File: config.mk
export PLATFORM = sky130hd
export DESIGN_NAME = qvr_ctrl
export DESIGN_NICKNAME = d
export VERILOG_FILES = /design/src/hw/rtl/qvr_pkg.sv /design/src/hw/rtl/qvr_ctrl.sv
export SDC_FILE = /design/constraint.sdc
export NUM_CORES = 1
export LEC_CHECK = 0
export ABC_AREA = 1
export ABC_CLOCK_PERIOD_IN_PS = 1180
export BUFFER_PORTS_ARGS = -buffer_cell sky130_fd_sc_hd__buf_2
export CORE_AREA = 2 2 39 41
export DETAILED_ROUTE_END_ITERATION = 16
export DIE_AREA = 0 0 41 43
export SLEW_MARGIN = 15
export SYNTH_ARGS = -nofsm -noshare
export SYNTH_HDL_FRONTEND = slang
export SYNTH_SLANG_ARGS = --single-unit
File: constraint.sdc
create_clock -name aclk -period 1.18 [get_ports aclk]
set_input_delay 0.236 -clock aclk [delete_from_list [all_inputs] [get_ports aclk]]
set_output_delay 0.236 -clock aclk [all_outputs]
set_load 0.02 [all_outputs]
File: src/hw/rtl/qvr_pkg.sv
// Shared constants for the quaternion vector rotation pipeline.
package qvr_pkg;

    localparam int COMPONENT_BITS_DEF = 16;
    localparam int QUAT_BITS          = 16;
    localparam int PROD_SHIFT         = 28;
    localparam int SQ_W               = 30;
    localparam int K_W                = 31;
    localparam int NUM_STAGES         = 6;

    localparam logic signed [QUAT_BITS-1:0] QUAT_ONE     = 16'sd16384;
    localparam logic signed [QUAT_BITS-1:0] QUAT_NEG_ONE = -16'sd16384;

    typedef logic signed [QUAT_BITS-1:0] quat_t;
    typedef logic [NUM_STAGES-1:0]       stage_ld_t;

endpackage

File: src/hw/rtl/qvr_ctrl.sv
// Valid and ready control of the pipeline stages.
module qvr_ctrl (
    input  logic               aclk,
    input  logic               aresetn,
    input  logic               s_tvalid,
    output logic               s_tready,
    output logic               m_tvalid,
    input  logic               m_tready,
    output qvr_pkg::stage_ld_t ld
);

    localparam int NS = qvr_pkg::NUM_STAGES;

    logic [NS-1:0] valid_reg;
    logic [NS-1:0] valid_next;
    logic [NS:0]   ready;

    // A stage takes a new request when it is empty or its contents move on.
    always_comb begin
        ready[NS] = m_tready;
        for (int n = NS - 1; n >= 0; n--) begin
            ready[n] = !valid_reg[n] || ready[n+1];
        end
        for (int n = 0; n < NS; n++) begin
            ld[n] = ready[n];
            if (n == 0) begin
                valid_next[n] = s_tvalid;
            end else begin
                valid_next[n] = valid_reg[n-1];
            end
        end
    end

    always_ff @(posedge aclk) begin
        if (!aresetn) begin
            valid_reg <= '0;
        end else begin
            for (int n = 0; n < NS; n++) begin
                if (ld[n]) begin
                    valid_reg[n] <= valid_next[n];
                end
            end
        end
    end

    assign s_tready = ready[0];
    assign m_tvalid = valid_reg[NS-1];

endmodule

# Yosys cells after proc, flatten, opt, wreduce, memory -nomap -nowiden
# Cells that the tools add are included.
[totals] regBits=6 input_bits=4 out_inout_bits=8 word_cells=18
[classes] n_reduce_logical=12
[op_table] op="1-bit zero test" count=6
[op_table] op="1-bit logical OR" count=6

# Logic depth before layout (Yosys ltp)
# Gate-level depths: netlist (run 1).
[depth] ltp_word=7 mapped_depth=5 mapped_depth_nobuf=5

# Least setup slack after synthesis (run 1)
# No wires, ideal clock.
[synth_timing] path_kind="register to output" start="register valid_reg[5]" end="output ld[0]" arrival_ns=1.173 t_required_ns=0.944 slack_ns=-0.229 path_stages_with_launch=5 path_buffers=1 path_cell_list="dfxtp_1 -> nand3_4 -> nor2_8 -> nand4_4 -> buf_4"
[synth_between] elab_chain_len=7
[synth_rtl] item="start, declared" line_no="qvr_ctrl.sv:14" source="logic [NS-1:0] valid_reg;"
[synth_rtl] item="start signal, assigned by index" line_no="qvr_ctrl.sv:40" source="valid_reg[n] <= valid_next[n];"
[synth_rtl] item="1-bit zero test" line_no="qvr_ctrl.sv:22" source="ready[n] = !valid_reg[n] || ready[n+1];"
[synth_rtl] item="1-bit logical OR (2 in a row)" line_no="qvr_ctrl.sv:22"
[synth_rtl] item="via ld[4]" line_no="qvr_ctrl.sv:9" source="output qvr_pkg::stage_ld_t ld"
[synth_rtl] item="1-bit logical OR (4 in a row)" line_no="qvr_ctrl.sv:22"
[synth_rtl] item="end, declared" line_no="qvr_ctrl.sv:9"
# The timed path passes the listed nets, and every way through them passes these cells.

# Worst setup path in the final report (run 1)
[layout_timing] start="register valid_reg[4]" end="output s_tready"
[layout_between] elab_chain_len=6
[layout_rtl] item="1-bit zero test" line_no="qvr_ctrl.sv:22"
[layout_rtl] item="1-bit logical OR (5 in a row)" line_no="qvr_ctrl.sv:22"
[layout_rtl] item="end, declared" line_no="qvr_ctrl.sv:6" source="output logic s_tready,"
# Every way passes these cells.

==> flow_summary.ini, run 1 <==
[timing]
hold_violations = 0
worst_pin_slew_ns = 0.243
period_minus_slack_ns = 1.34
fin_setup_tns_ns = -0.800
worst_clock_skew_ns = 0.00199
whs_ns = 0.208
worst_slack_ns = -0.158
rsz0062_at_grt = true
fmax_mhz = 747
slew_viol_final = 0
slew_headroom = 0.837
period_share = 1.13
setup_viol = 6

[die]
dieArea_um2 = 1760
pin_count = 12
initial_utilization = 0.200
core_area_um2 = 1380
fp.dieH_um = 43
rows = 14
die_x_um = 41

[flow_run]
maxCapViolations = 0

[clock_tree]
cts_root_buf = clkbuf_4
cts_buffers = 3
clock_latency_ns = 0.25
clockBufferDepth = 2
cts_tree = built
path_clk_slew_ns = 0.05
cts_hold_buffers = 0
numClockSinks = 6
cts_max_level = 1

[pwr]
power.leakage_nw = 0.213
power_density_nw_per_um2 = 1000
max-vdd-ir-drop_uv = 722
finalPower_uw = 445

[yosys]
ys_seq_area_frac = 0.434
synthesis.area_um2 = 277
ys_ff_latch = 6
syn_nets = 31
synth_area_per_cell_um2 = 10.2
synth_top_area_cell = dfxtp_1
yosys-top-cells-area = dfxtp_1 (43%), inv_1 (9.5%), nand4_4 (7.7%), nor2_8 (7.2%), a21oi_2 (6.3%)
synth-warning-count = 0
syn_inst = 27
ys_types = 13
yosys.area.top_type_share = 0.434

[route]
finalWirelength_um = 536
drc = 0
wl_per_cell_um = 8.79
drt_iter0_markers = 3
drtPass1Iterations = 4
dr_total_vias = 238
viasPerCell = 3.90
antenna_left = 0

[global_routing]
grt_pass1_vias = 197
grt_max_degree = 6
antenna_found_initial = 0
grt_util_all_layers = 0.0834
grt_pass1_wl_um = 855
overflow = 0

[final_layout]
drive_above_1_share = 0.622
seq_area_um2 = 125
largest_reg_flops = 6
multiInputGateArea_um2 = 119
syn_to_final_growth_pct = 60.2
diodes = 0
fin_nets = 50
fillCellCount = 147
fin_util = 0.320

[setup_path]
ff2ff_setup_slack_ns = 0.05
critPathLaunch = valid_reg[4]
cp-endpoint = s_tready
reg2reg_from = valid_reg[4]
cp_max_fo = 5
reg2reg_to = valid_reg[0]
cp-start-kind = flip-flop
critPathArrivalTime_ns = 1.10
crit_path_end_kind = output pin
required_ns = 0.94
worst-setup-path-type = reg2out
r2r_cells = 6

[hold_path]
hold_path_class = in2reg

[place]
dpl.hpwl_um = 353
portBuffers = 11
pre_cts_ws_ns = 0.0119
gp_congestion = 0.596

[outcome]
failed_checks = setup timing
outcome = finished with violations
[layout by cell type (no fill, tap or decap), types with 2 or more instances in the layout]
| cell | n |
|---|---|
| a21oi_1 | 3 |
| a21oi_2 | 2 |
| buf_2 | 5 |
| buf_4 | 4 |
| buf_6 | 6 |
| clkbuf_4 | 3 |
| dfxtp_1 | 4 |
| inv_1 | 7 |
[metal layers]
layer  track usage  wire (µm)  vias to the layer above
met1        0.0806        218                      104
met2         0.103        256                       14
met5             0          0                        -
met4        0.0600          0                        0
li1              -          -                      120
met3        0.0838         61                        0
[per-stage QoR]
stage | cell area [µm²] | cells
2_1_floorplan | 280 | 27
3_3_place_gp | 348 | 53
3_5_place_dp | 348 | 53
4_1_cts | 432 | 60
5_1_grt | 443 | 61
6_report | 443 | 61
[kinds of logic (layout without fill, tap and decap cells)]
group | after synthesis | count (layout) | share of synthesized area
flops | 6 | 6 | 0.434
compound gates | 6 | 6 | 0.145
simple gates | 6 | 6 | 0.285
buf+inv | 9 | 27 | 0.136
[synthesized netlist by cell type]
library cell / count
nand4_4: 1
a21oi_2: 2
nand2_2: 1
buf_4: 1
inv_1: 7
nand3_4: 1
nand2_1: 1
inv_2: 1
o21a_1: 1
nor2_8: 1
a21oi_1: 3
nand3_2: 1
dfxtp_1: 6
[area by class of cell]
type                       instances  area share
clock buffer                       4      0.0593
inverter                           8      0.0678
multi-input combinational         12       0.268
sequential                         6       0.282
tap                               16      0.0452
timing repair buffer              15       0.277
[power by group]
| part | total (mW) | internal (mW) | switching [mW] | leakage [nW] |
|---|---|---|---|---|
| combinational | 0.0196 | 0.00813 | 0.0115 | 0.147 |
| sequential | 0.213 | 0.206 | 0.00635 | 0.0502 |
| clock | 0.212 | 0.129 | 0.0835 | 0.0150 |
| total | 0.445 | 0.343 | 0.101 | 0.213 |
[worst max-delay path, cell delays in order, from the launching register on]
cell	delay, ns
dfxtp_2	0.34
nand3_4	0.10
nor2_8	0.14
nand4_4	0.11
buf_6	0.16
[worst min-delay path by stage]
stage / endpoint / cells past startpoint / slack (ns) / start
after global placement: valid_reg[3] / 2 / 0.46 / aresetn
after floorplan: valid_reg[3] / 1 / 0.35 / aresetn
after detailed placement: valid_reg[3] / 2 / 0.46 / aresetn
after global routing: valid_reg[3] / 2 / 0.20 / aresetn
after CTS: valid_reg[3] / 2 / 0.20 / aresetn
final: valid_reg[3] / 2 / 0.21 / aresetn
[what timing repair did]
action                     in CTS  in global routing
gates resized for setup        12                  1
setup buffers                   3                  1
hold endpoints to repair        0                  0
pin swaps                       1                  1
setup endpoints to repair       5                  7
Power figures use the tool's default switching activity.
==> inputs of run 2 (changes only) <==
ABC_AREA = unset   (was 1)
CORE_AREA = 8 8 45 47   (was 2 2 39 41)
DIE_AREA = 0 0 53 55   (was 0 0 41 43)
==> run 2 against run 1 <==
Against the previous run: the run still ends with setup timing left; setup slack worse by 0.090 ns; global-route usage down 3.4 points; fmax down 6.3%; first-iteration DRC count fell by 33%; final area increased by 2.5%; synthesized area fell by 13%; sequential power about the same.
==> flow_summary.ini, run 2 <==
[yosys]
ys_seq_area_frac = 0.497
async_reset_ff_frac = 0
synth_area_per_cell_um2 = 8.94
synth_common_cells = dfxtp_1 (6), nand2_1 (4), o21a_1 (4)
synth-warning-count = 0
ys_ff_latch = 6
ys.flop_type = dfxtp_1
synth_edf_count = 0
syn_nets = 31
synthesis.area_um2 = 241
synth_top_area_cell = dfxtp_1
ys_types = 13
yosysMostFrequentCell = dfxtp_1
yosys.area.top_type_share = 0.497
yosys-top-cells-area = dfxtp_1 (50%), o21a_1 (12%), nand2_1 (6.2%), nor2b_1 (5.2%), inv_1 (4.7%)
syn_inst = 27

[die]
core_area_um2 = 1380
dieArea_um2 = 2920
die_x_um = 53
initial_utilization = 0.175
rows = 14
pin_count = 12
fp.dieH_um = 55

[final_layout]
layout_common_cells = buf_6 (8), buf_4 (5)
diodes = 0
final_common_cell = buf_6
final_cell_area_um2 = 454
drive_above_1_share = 0.702
fin_util = 0.328
syn_to_final_growth_pct = 88.1
largest_reg_flops = 6
fin_nets = 52

[place]
gp_congestion = 0.585
portBuffers = 11
dpl.hpwl_um = 485
pre_cts_ws_ns = -0.0764
dpl_cell_area_um2 = 345

[pwr]
max-vdd-ir-drop_uv = 273
power.leakage_nw = 0.190
power_density_nw_per_um2 = 954
finalPower_uw = 434

[route]
finalWirelength_um = 605
drc = 0
antenna_left = 0
dr_total_vias = 239
wl_per_cell_um = 9.60
drtPass1Iterations = 3
drt_iter0_markers = 2
viasPerCell = 3.79

[timing]
fmax_mhz = 700
worst_clock_skew_ns = 0.00525
slew_viol_final = 0
hold_violations = 0
setup_viol = 8
rsz0062_at_grt = true
fin_setup_tns_ns = -1.25
worst_pin_slew_ns = 0.155
period_share = 1.21
worst_slack_ns = -0.248
period_minus_slack_ns = 1.43
slew_headroom = 0.896

[clock_tree]
clock_latency_ns = 0.24
path_clk_slew_ns = 0.04
numClockSinks = 6
cts_tree = built
cts_max_level = 1
cts_root_buf = clkbuf_4
cts_buffers = 3
clockBufferDepth = 2
cts_hold_buffers = 0

[setup_path]
critPathArrivalTime_ns = 1.19
cpPeakStageDelay_ns = 0.33
ff2ff_setup_slack_ns = -0.01
cp_max_fo = 3
crit_path_end_kind = output pin
required_ns = 0.94
cp-start-kind = flip-flop
crit_buf_inv = 1
path_delay_family = simple AND/OR/NAND/NOR gates
worst-setup-path-type = reg2out
worstPathCellList = and4b_2, and2_4, nand2_2, buf_6
crit_slowest_cell = dfxtp_1

[flow_run]
maxCapViolations = 0

[global_routing]
overflow = 0
grt_pass1_wl_um = 917
grt_util_all_layers = 0.0492
grt_pass1_vias = 238
antenna_found_initial = 0
grt_max_degree = 8

[hold_path]
hold_path_class = in2reg

[outcome]
outcome = finished with violations
failed_checks = setup timing
==> run 2: cell count changes in the layout (fill, tap and decap cells not counted), sizes merged <==
cell | before | now
inv | 8 | 4
and4b | 0 | 1
nand2 | 2 | 4
buf | 15 | 17
nand4 | 1 | 0
and2 | 0 | 1
a21oi | 5 | 1
o21a | 1 | 4
nor2b | 0 | 2
o21ai | 0 | 1
nand3 | 2 | 1
==> run 2: final timing paths <==
check	startpoint	endpoint	cells after the start
max	valid_reg[3]	ld[1]	4
min	s_tvalid	valid_reg[0]	2
max reg2reg	valid_reg[3]	valid_reg[0]	6
min reg2reg	valid_reg[0]	valid_reg[1]	2
==> run 2: logic make-up after synthesis <==
logic type,count (synthesis),share of synthesized area
flip-flops,6,0.497
AND/OR/NAND/NOR,10,0.228
buffers and inverters,5,0.0933
AO/OA/AOI/OAI,6,0.181
==> run 2: area by class of cell <==
type                    instances  area, µm²
clock buffers                   4       26.3
fillers                       156        930
inverters                       4       15.0
multi-input cells              16        120
flip-flops and latches          6        125
well taps                      16       20.0
repair buffers                 17        148
==> run 2: routing by layer <==
metal	track usage	vias up	routed length, µm
met3	0.0348	2	94
li1	-	125	-
met4	0.0776	0	12
met2	0.0723	8	300
met1	0.0334	104	197
met5	0	-	0
==> run 2: report_power, final <==
part / switching (mW) / total, mW / internal, mW / leakage (nW)
sequential: 0.00379 / 0.210 / 0.207 / 0.0502
combinational: 0.00865 / 0.0184 / 0.00975 / 0.124
clock: 0.0766 / 0.205 / 0.128 / 0.0150
total: 0.0890 / 0.434 / 0.345 / 0.190
==> run 2: through the flow <==
stage | cells | hold slack, ns
finish | 63 | 0.208
global route | 63 | 0.208
CTS | 61 | 0.203
detailed placement | 57 | 0.451
global placement | 57 | 0.451
floorplan | 27 | 0.353
==> run 2: what timing repair did <==
action,CTS,global route
gates resized for setup,14,9
endpoints found under the setup margin,7,8
buffers inserted,0,2
pin swaps,2,2
